--- config.mk ---
export PLATFORM = sky130hd
export DESIGN_NAME = utf8_stream_decoder_top
export DESIGN_NICKNAME = d
export VERILOG_FILES = /design/src/sv/utf8d_pkg.sv /design/src/sv/utf8d_decode.sv /design/src/sv/utf8d_out.sv /design/src/sv/utf8_stream_decoder_top.sv
export SDC_FILE = /design/constraint.sdc
export NUM_CORES = 1
export LEC_CHECK = 0
export ABC_CLOCK_PERIOD_IN_PS = 2900
export BUFFER_PORTS_ARGS = -buffer_cell sky130_fd_sc_hd__clkbuf_2
export CAP_MARGIN = 25
export CELL_PAD_IN_SITES_DETAIL_PLACEMENT = 1
export CELL_PAD_IN_SITES_GLOBAL_PLACEMENT = 2
export CORE_MARGIN = 4
export CORE_UTILIZATION = 37
export DETAILED_ROUTE_END_ITERATION = 16
export PLACE_DENSITY_LB_ADDON = 0.1
export SLEW_MARGIN = 30
export SYNTH_ARGS = -nofsm -noshare
export SYNTH_HDL_FRONTEND = slang
export SYNTH_SLANG_ARGS = --single-unit
export TNS_END_PERCENT = 100
--- constraint.sdc ---
create_clock -name clk -period 2.9 [get_ports clk]
set_input_delay 0.145 -clock clk [delete_from_list [all_inputs] [get_ports clk]]
set_output_delay 0.145 -clock clk [all_outputs]
set_load 0.1 [all_outputs]
--- src/sv/utf8d_pkg.sv ---
// Shared types and constants for the UTF-8 stream decoder.
package utf8d_pkg;

    localparam int unsigned CP_W    = 21;
    localparam int unsigned COUNT_W = 3;

    localparam logic [CP_W-1:0]    REPL_CP      = 21'h00003F;
    localparam logic [CP_W-1:0]    MIN_CP_3     = 21'h000800;
    localparam logic [CP_W-1:0]    MIN_CP_4     = 21'h010000;
    localparam logic [CP_W-1:0]    MAX_CP       = 21'h10FFFF;
    localparam logic [CP_W-1:0]    SURR_LO      = 21'h00D800;
    localparam logic [CP_W-1:0]    SURR_HI      = 21'h00DFFF;
    localparam logic [7:0]         LEAD2_LO     = 8'hC2;
    localparam logic [7:0]         LEAD3_LO     = 8'hE0;
    localparam logic [7:0]         LEAD4_LO     = 8'hF0;
    localparam logic [7:0]         LEAD4_HI     = 8'hF4;
    localparam logic [COUNT_W-1:0] LEN_NONE     = 3'd0;
    localparam logic [COUNT_W-1:0] LEN_1        = 3'd1;
    localparam logic [COUNT_W-1:0] LEN_2        = 3'd2;
    localparam logic [COUNT_W-1:0] LEN_3        = 3'd3;
    localparam logic [COUNT_W-1:0] LEN_4        = 3'd4;

    // Results caused by one byte: cnt results, all '?' except the last,
    // which carries the fields below.
    typedef struct packed {
        logic [COUNT_W-1:0] cnt;
        logic [CP_W-1:0]    cp;
        logic [COUNT_W-1:0] byte_count;
        logic               repl;
    } burst_t;

endpackage

--- src/sv/utf8d_decode.sv ---
// Sequence state and per-byte decode into a burst of results.
module utf8d_decode
    import utf8d_pkg::*;
(
    input  logic         clk,
    input  logic         rst_n,
    input  logic         fire,
    input  logic [7:0]   in_byte,
    output burst_t       burst
);

    logic [COUNT_W-1:0] seq_length_reg, seq_length_next;
    logic [1:0]         bytes_seen_reg, bytes_seen_next;
    logic [CP_W-1:0]    value_accum_reg, value_accum_next;

    logic [COUNT_W-1:0] slen;
    logic [COUNT_W-1:0] seen;
    logic [COUNT_W-1:0] pre;
    logic [CP_W-1:0]    v;
    logic               is_cont;
    logic               bad;

    always_comb
    begin
        slen    = (seq_length_reg >= LEN_2 && seq_length_reg <= LEN_4) ? seq_length_reg
                                                                        : LEN_NONE;
        is_cont = (in_byte[7:6] == 2'b10);
        seen    = {1'b0, bytes_seen_reg} + LEN_1;
        v       = {value_accum_reg[CP_W-7:0], in_byte[5:0]};
        bad     = (slen == LEN_3 && v < MIN_CP_3) || (slen == LEN_4 && v < MIN_CP_4) ||
                  (v > MAX_CP) || (v >= SURR_LO && v <= SURR_HI);
        pre     = (slen != LEN_NONE) ? {1'b0, bytes_seen_reg} : LEN_NONE;

        seq_length_next  = LEN_NONE;
        bytes_seen_next  = 2'd0;
        value_accum_next = '0;
        burst.cnt        = LEN_NONE;
        burst.cp         = REPL_CP;
        burst.byte_count = LEN_1;
        burst.repl       = 1'b1;

        if (slen != LEN_NONE && is_cont)
        begin
            if (seen < slen)
            begin
                seq_length_next  = slen;
                bytes_seen_next  = seen[1:0];
                value_accum_next = v;
            end
            else if (bad)
            begin
                burst.cnt = slen;
            end
            else
            begin
                burst.cnt        = LEN_1;
                burst.cp         = v;
                burst.byte_count = slen;
                burst.repl       = 1'b0;
            end
        end
        else
        begin
            // held bytes of an interrupted sequence each give '?' first
            priority if (!in_byte[7])
            begin
                burst.cnt  = pre + LEN_1;
                burst.cp   = {13'd0, in_byte};
                burst.repl = 1'b0;
            end
            else if (in_byte >= LEAD2_LO && in_byte < LEAD3_LO)
            begin
                burst.cnt        = pre;
                seq_length_next  = LEN_2;
                bytes_seen_next  = 2'd1;
                value_accum_next = {16'd0, in_byte[4:0]};
            end
            else if (in_byte >= LEAD3_LO && in_byte < LEAD4_LO)
            begin
                burst.cnt        = pre;
                seq_length_next  = LEN_3;
                bytes_seen_next  = 2'd1;
                value_accum_next = {17'd0, in_byte[3:0]};
            end
            else if (in_byte >= LEAD4_LO && in_byte <= LEAD4_HI)
            begin
                burst.cnt        = pre;
                seq_length_next  = LEN_4;
                bytes_seen_next  = 2'd1;
                value_accum_next = {18'd0, in_byte[2:0]};
            end
            else
            begin
                burst.cnt = pre + LEN_1;
            end
        end
    end

    always_ff @(posedge clk or negedge rst_n)
    begin
        if (!rst_n)
        begin
            seq_length_reg  <= LEN_NONE;
            bytes_seen_reg  <= 2'd0;
            value_accum_reg <= '0;
        end
        else if (fire)
        begin
            seq_length_reg  <= seq_length_next;
            bytes_seen_reg  <= bytes_seen_next;
            value_accum_reg <= value_accum_next;
        end
    end

endmodule

--- src/sv/utf8d_out.sv ---
// Result register: plays out a burst of results, one per cycle while m_tready is high.
module utf8d_out
    import utf8d_pkg::*;
(
    input  logic                  clk,
    input  logic                  rst_n,
    input  logic                  load,
    input  burst_t                burst,
    output logic                  load_ok,
    output logic                  m_tvalid,
    input  logic                  m_tready,
    output logic [CP_W+COUNT_W-1:0] m_tdata,  // code_point, byte_count
    output logic                  m_tuser,    // is_replacement
    output logic                  m_tlast     // last_of_run
);

    logic [COUNT_W-1:0] cnt_reg, cnt_next;
    logic [CP_W-1:0]    cp_reg;
    logic [COUNT_W-1:0] bc_reg;
    logic               repl_reg;
    logic               pop;
    logic               final_one;

    always_comb
    begin
        final_one = (cnt_reg == LEN_1);
        m_tvalid  = (cnt_reg != LEN_NONE);
        pop       = m_tvalid && m_tready;
        load_ok   = !m_tvalid || (final_one && m_tready);
        m_tlast   = final_one;
        m_tdata   = final_one ? {bc_reg, cp_reg} : {LEN_1, REPL_CP};
        m_tuser   = final_one ? repl_reg : 1'b1;

        if (load)
            cnt_next = burst.cnt;
        else if (pop)
            cnt_next = cnt_reg - LEN_1;
        else
            cnt_next = cnt_reg;
    end

    always_ff @(posedge clk or negedge rst_n)
    begin
        if (!rst_n)
            cnt_reg <= LEN_NONE;
        else
            cnt_reg <= cnt_next;
    end

    always_ff @(posedge clk)
    begin
        if (load)
        begin
            cp_reg   <= burst.cp;
            bc_reg   <= burst.byte_count;
            repl_reg <= burst.repl;
        end
    end

endmodule

--- src/sv/utf8_stream_decoder_top.sv ---
// Top level of the UTF-8 stream decoder.
// Bytes enter on the s_ stream and code points leave on the m_ stream. A byte is
// registered, decoded combinationally against the open-sequence state, and its
// results go to the output register, which plays them out one per cycle while
// m_tready is high. A clean stream (zero or one result per byte) runs at one byte
// per clock with a ready sink; a byte with more results (up to four replacements)
// holds the input while they drain. m_tlast marks the last result of a byte.
module utf8_stream_decoder_top
    import utf8d_pkg::*;
(
    input  logic                    clk,
    input  logic                    rst_n,
    input  logic                    s_tvalid,
    output logic                    s_tready,
    input  logic [7:0]              s_tdata,   // in_byte
    output logic                    m_tvalid,
    input  logic                    m_tready,
    output logic [CP_W+COUNT_W-1:0] m_tdata,   // code_point[20:0], byte_count[23:21]
    output logic                    m_tuser,   // is_replacement
    output logic                    m_tlast    // last_of_run
);

    logic       in_valid_reg;
    logic [7:0] in_byte_reg;
    logic       load_ok;
    logic       fire;
    burst_t     burst;

    assign fire     = in_valid_reg && load_ok;
    assign s_tready = !in_valid_reg || fire;

    always_ff @(posedge clk or negedge rst_n)
    begin
        if (!rst_n)
            in_valid_reg <= 1'b0;
        else if (s_tready)
            in_valid_reg <= s_tvalid;
    end

    always_ff @(posedge clk)
    begin
        if (s_tready && s_tvalid)
            in_byte_reg <= s_tdata;
    end

    utf8d_decode u_decode (
        .clk     (clk),
        .rst_n   (rst_n),
        .fire    (fire),
        .in_byte (in_byte_reg),
        .burst   (burst)
    );

    utf8d_out u_out (
        .clk      (clk),
        .rst_n    (rst_n),
        .load     (fire),
        .burst    (burst),
        .load_ok  (load_ok),
        .m_tvalid (m_tvalid),
        .m_tready (m_tready),
        .m_tdata  (m_tdata),
        .m_tuser  (m_tuser),
        .m_tlast  (m_tlast)
    );

endmodule

# ---- After elaboration in Yosys (flattened, before gate mapping)
# Cells that the tools add are included.
dict set report classes {
  magnitude_cmp 14
  n_bitwise 1
  n_mux 35
  n_eq_ne 4
  add_sub_neg 3
  reduce_logical 23
}
# operator n
set ops {}
lappend ops {{15-bit two-way mux} 5}
lappend ops {{24-bit two-way mux} 2}
lappend ops {{3-bit two-way mux} 15}
lappend ops {{28-bit two-way mux} 1}
lappend ops {{25-bit two-way mux} 1}
lappend ops {{8-bit greater-or-equal comparator (second input constant)} 3}
lappend ops {{21-bit by 16-bit greater-or-equal comparator with 1-bit output (second input constant)} 1}
lappend ops {{21-bit greater-than comparator (second input constant)} 1}
lappend ops {{21-bit by 16-bit <= comparator with 1-bit output (second input constant)} 1}
lappend ops {{21-bit by 12-bit < comparator with 1-bit output (second input constant)} 1}
lappend ops {{21-bit by 17-bit < comparator with 1-bit output (second input constant)} 1}
lappend ops {{8-bit < comparator (second input constant)} 2}
lappend ops {{1-bit logical AND} 12}
lappend ops {{2-bit two-way mux} 6}
lappend ops {{8-bit <= comparator (second input constant)} 1}
lappend ops {{7-bit two-way mux} 1}
lappend ops {{3-bit nonzero test} 2}
lappend ops {{1-bit logical OR} 5}
lappend ops {{1-bit two-way mux} 4}
lappend ops {{2-bit by 1-bit adder with 3-bit output (second input constant)} 1}
lappend ops {{3-bit by 1-bit adder with 3-bit output (second input constant)} 1}
lappend ops {{3-bit by 1-bit == test with 1-bit output (second input constant)} 1}
lappend ops {{3-bit by 2-bit == test with 1-bit output (second input constant)} 1}
lappend ops {{3-bit == test (second input constant)} 1}
lappend ops {{other kinds (9)} 10}
dict set report word_totals {
  regBits 57
  word_cells 89
  inputBits 12
}

# ---- Longest topological paths before layout
dict set report logic_depth {
  ltp_word 12
  ltp_mapped 10
  ltp_nobuf 8
}

# ---- By module
# From an unflattened synthesis, not the netlist that was laid out.
dict set report unflattened {
  hier_cells 259
  hier_area_um2 2837.7
}
# mod cells_each area_per_inst_um2 n_inst
set by_module_without_submodules {}
lappend by_module_without_submodules {utf8d_decode 167 1381.3 1}
lappend by_module_without_submodules {utf8d_out 79 1156.1 1}
lappend by_module_without_submodules {utf8_stream_decoder_top 13 300.3 1}

# ---- Worst setup path after synthesis
# OpenSTA, ideal clock, no wires.
dict set report synth_timing {
  path_kind {reg-to-reg}
  start {register u_out.cnt_reg[0]}
  end {register in_byte_reg[0], enable pin}
  stages_incl_launch_ff 6
  t_required_ns 2.618
  period_less_slack_ns 3.324
  slack_ns -0.424
  n_path_buf 0
  t_arrival_ns 3.043
  setup_time_ns 0.282
  path_cell_list {dfrtp_1 > inv_1 > ha_1 > nand2b_1 > nand3_1 > and2_1}
}
dict set report synth_via {
  elab_chain_cells 6
  elab_cells_between_ends 8
  cone_classes {1 x eq/ne; 7 x reduce/logical}
}
# element line_no
set synth_lines {}
lappend synth_lines {{start: declaration} utf8d_out.sv:17} ;# logic [COUNT_W-1:0] cnt_reg, cnt_next;
lappend synth_lines {{start signal: assignment} utf8d_out.sv:47} ;# cnt_reg <= cnt_next;
lappend synth_lines {{3-bit nonzero test} utf8d_out.sv:27} ;# m_tvalid = (cnt_reg != LEN_NONE);
lappend synth_lines {{named net m_tvalid} utf8_stream_decoder_top.sv:16} ;# output logic m_tvalid,
lappend synth_lines {{1-bit zero test} utf8d_out.sv:29} ;# load_ok = !m_tvalid || (final_one && m_tready);
lappend synth_lines {{1-bit logical OR} utf8d_out.sv:29}
lappend synth_lines {{1-bit logical AND} utf8_stream_decoder_top.sv:29} ;# assign fire = in_valid_reg && load_ok;
lappend synth_lines {{1-bit logical OR} utf8_stream_decoder_top.sv:30} ;# assign s_tready = !in_valid_reg || fire;
lappend synth_lines {{named net s_tready} utf8_stream_decoder_top.sv:14} ;# output logic s_tready,
lappend synth_lines {{1-bit logical AND} utf8_stream_decoder_top.sv:42} ;# if (s_tready && s_tvalid)
lappend synth_lines {{end signal: assignment} utf8_stream_decoder_top.sv:43} ;# in_byte_reg <= s_tdata;
lappend synth_lines {{end: declaration} utf8_stream_decoder_top.sv:24} ;# logic [7:0] in_byte_reg;
# The timed path passes the listed nets, and every way through them passes these cells.
# A chain may end at the register's enable or synchronous reset.

==> qor.yml <==
drt:
  drcViolationCount: 0
  wl_per_cell_um: 16.9
  vias: 1969
  wirelength_um: 6650
  via_per_inst: 5.01
  drt_iter0_drc: 40
  ant_nets: 0
  dr.pass1.iters: 4
logic_synthesis:
  synth_nets: 254
  yosysTopAreaCell: "edfxtp_1"
  synth_edf_count: 33
  synth-main-ff-cell: "edfxtp_1"
  ys_types: 47
  yosys_warnings: 0
  yosys_register_bits: 57
  synthTopCellsByCount: "33 x and2_1, 33 x edfxtp_1, 24 x dfrtp_1, 22 x nand2_1, 13 x a22o_1"
  syn-instance-count: 235
  netlist_top_cells_area: "edfxtp_1 36%, dfrtp_1 22%, and2_1 7.6%"
  syn_area_per_cell_um2: 11.6
  yosysSeqAreaShare_pct: 58.2
  synth.top_cell.area_share_pct: 36.3
  netlist_area_mm2: 0.00273
  ys_async_sr_fraction_pct: 42.1
sta:
  setup_tns_ns: 0
  grt_setup_unrepaired: "false"
  slew_violations: 0
  fmax_mhz: 382
  hold_viol_final: 0
  fin_skew_ns: 0.0125
  fin_hold_ws_ns: 0.0288
  worst_slew_pin_slew_ns: 0.683
  setup_viol_count_final: 0
  fin_crit_sh_pct: 90.2
  period_needed_ns: 2.62
  relSlewSlack_pct: 54.5
cts:
  numCtsBuffers: 9
  clkSlewWorstSetupHoldPaths_ns: 0.06
  clk_latency_ns: 0.33
  cts_root_buf: "clkbuf_8"
  cts_tree: "done"
  htree_levels: 3
  cts_sinks: 57
  max-clock-path-buffers: 2
grt:
  grt_max_degree: 28
  gr-usage-all-layers_pct: 16.3
  grt_overflow: 0
  grt_pass1_wl_um: 10800
  grt_antenna_before_repair: 0
  grt_pass1_vias: 2024
placed_design:
  gp_congestion: 0.805
  placed_cell_area_mm2: 0.00316
  io_buffers: 39
  dpl.hpwl_um: 4880
  placedCellCount: 368
finish:
  num-nets-final: 308
  drive_gt1_share_pct: 24.1
  layout.cells.non_filler: 393
  largest_register_ffs: 21
  n_antenna_cell: 0
  synthToLayoutAreaGrowth_pct: 27.5
  n_fill_cell: 772
  finalInstanceArea_mm2: 0.00348
setup_path:
  path_common_cell: "nand2_1"
  worstSetupEndpointType: "flip-flop"
  worstPathRequired_ns: 2.97
  worst-path-max-fanout: 5
  critPathArrivalTime_ns: 2.69
  start_kind: "flip-flop"
  crit_type: "flip-flop to flip-flop"
  slowest_delay_ns: 0.41
  crit_path_cell_trace: "or3b_1 > ha_1 > nand2_1 > o21ai_0 > nand2_1 > or2_4 > a21o_1"
  cpMaxStageDelayCell: "or3b_1"
run_status:
  outcome: "complete, no violations"
min_path:
  hp-class: "input port to flip-flop"
floorplanning:
  rows: 31
  die_w_um: 93.9
  start_util_pct: 37.9
  dieHeight_um: 93.9
  core_mm2: 0.00721
  dieArea_mm2: 0.00882
  io_pins: 40
job:
  max-cap-violations: 0
critical path: cells and delay by family (launching register included):
kind,cells,cell delay [ns]
simple gates,4,1.06
compound gates,2,0.60
flops,1,0.40
fa+ha+maj,1,0.31
worst paths after layout:
path / startpoint / to / slack (ns) / cells past startpoint
setup reg to reg: u_decode.seq_length_reg[0] / u_out.cp_reg[4] / 0.28 / 7
setup / recovery: u_decode.seq_length_reg[0] / u_out.cp_reg[4] / 0.28 / 7
hold reg to reg: u_decode.value_accum_reg[2] / u_decode.value_accum_reg[8] / 0.53 / 1
max in group asynchronous: rst_n / u_decode.value_accum_reg[3] / 2.07 / 2
min in group asynchronous: rst_n / u_decode.value_accum_reg[6] / 0.38 / 2
hold / removal: s_tvalid / in_valid_reg / 0.03 / 2
per-stage QoR:
stage	setup WS, ns	utilization [%]
after global routing	0.0849	48.3
after detailed placement	0.239	43.7
final	0.284	48.3
after floorplan	0.366	-
after global placement	0.363	43.7
after CTS	0.224	48.2
layer usage:
| layer | wire, µm | vias up | track usage (%) |
|---|---|---|---|
| met5 | 0 | - | 0 |
| met4 | 101 | 0 | 6.62 |
| met3 | 215 | 10 | 3.13 |
| met2 | 3070 | 37 | 25.2 |
| met1 | 3260 | 967 | 22.6 |
| li1 | - | 955 | - |
final cells by class:
type | count | area [µm²] | share of cell area, %
clock inverter | 6 | 106 | 3.05
clock buffer | 10 | 128 | 3.66
timing repair buffer | 56 | 453 | 13.0
inverter | 7 | 26.3 | 0.754
sequential | 57 | 1590 | 45.7
multi-input combinational | 158 | 1060 | 30.3
tap | 99 | 124 | 3.55
cell usage in the layout (no fill, tap or decap), types with 3 or more instances in the layout:
cell           netlist  layout
and2_1              33      33
edfxtp_1            33      33
dfrtp_1             24      24
nand2_1             22      22
clkbuf_2             0      21
buf_4                1      21
a22o_1              13      13
nand2b_1            12      11
o21ai_0             10      10
clkbuf_8             0       9
dlygate4sd3_1        0       9
inv_1                7       7
ha_1                 7       7
a21oi_1              6       6
buf_12               0       5
nor3_1               4       4
a21o_1               4       4
nor2_1               4       4
nand3_1              5       4
nor4_1               3       3
o31ai_1              3       3
a211oi_1             3       3
bufinv_16            0       3
kinds of logic after synthesis:
logic type	count (synthesis)	synth area share [%]
AO/OA/AOI/OAI	52	13.9
multiplexers	2	0.733
buffers and inverters	20	3.57
flip-flops	57	58.2
XOR/XNOR	1	0.321
AND/OR/NAND/NOR	96	20.0
adder cells (fa/ha/maj)	7	3.20
what timing repair did:
item                                    in CTS  in global routing
hold buffers                                 9                  0
resized for setup                            0                  1
endpoints found under the hold margin       32                  0
endpoints found under the setup margin       0                  8
buffers inserted                             0                  0
Power is left out: the tool's default activity adds up to more than one toggle a clock period on the data nets, which glitch-free logic cannot reach.
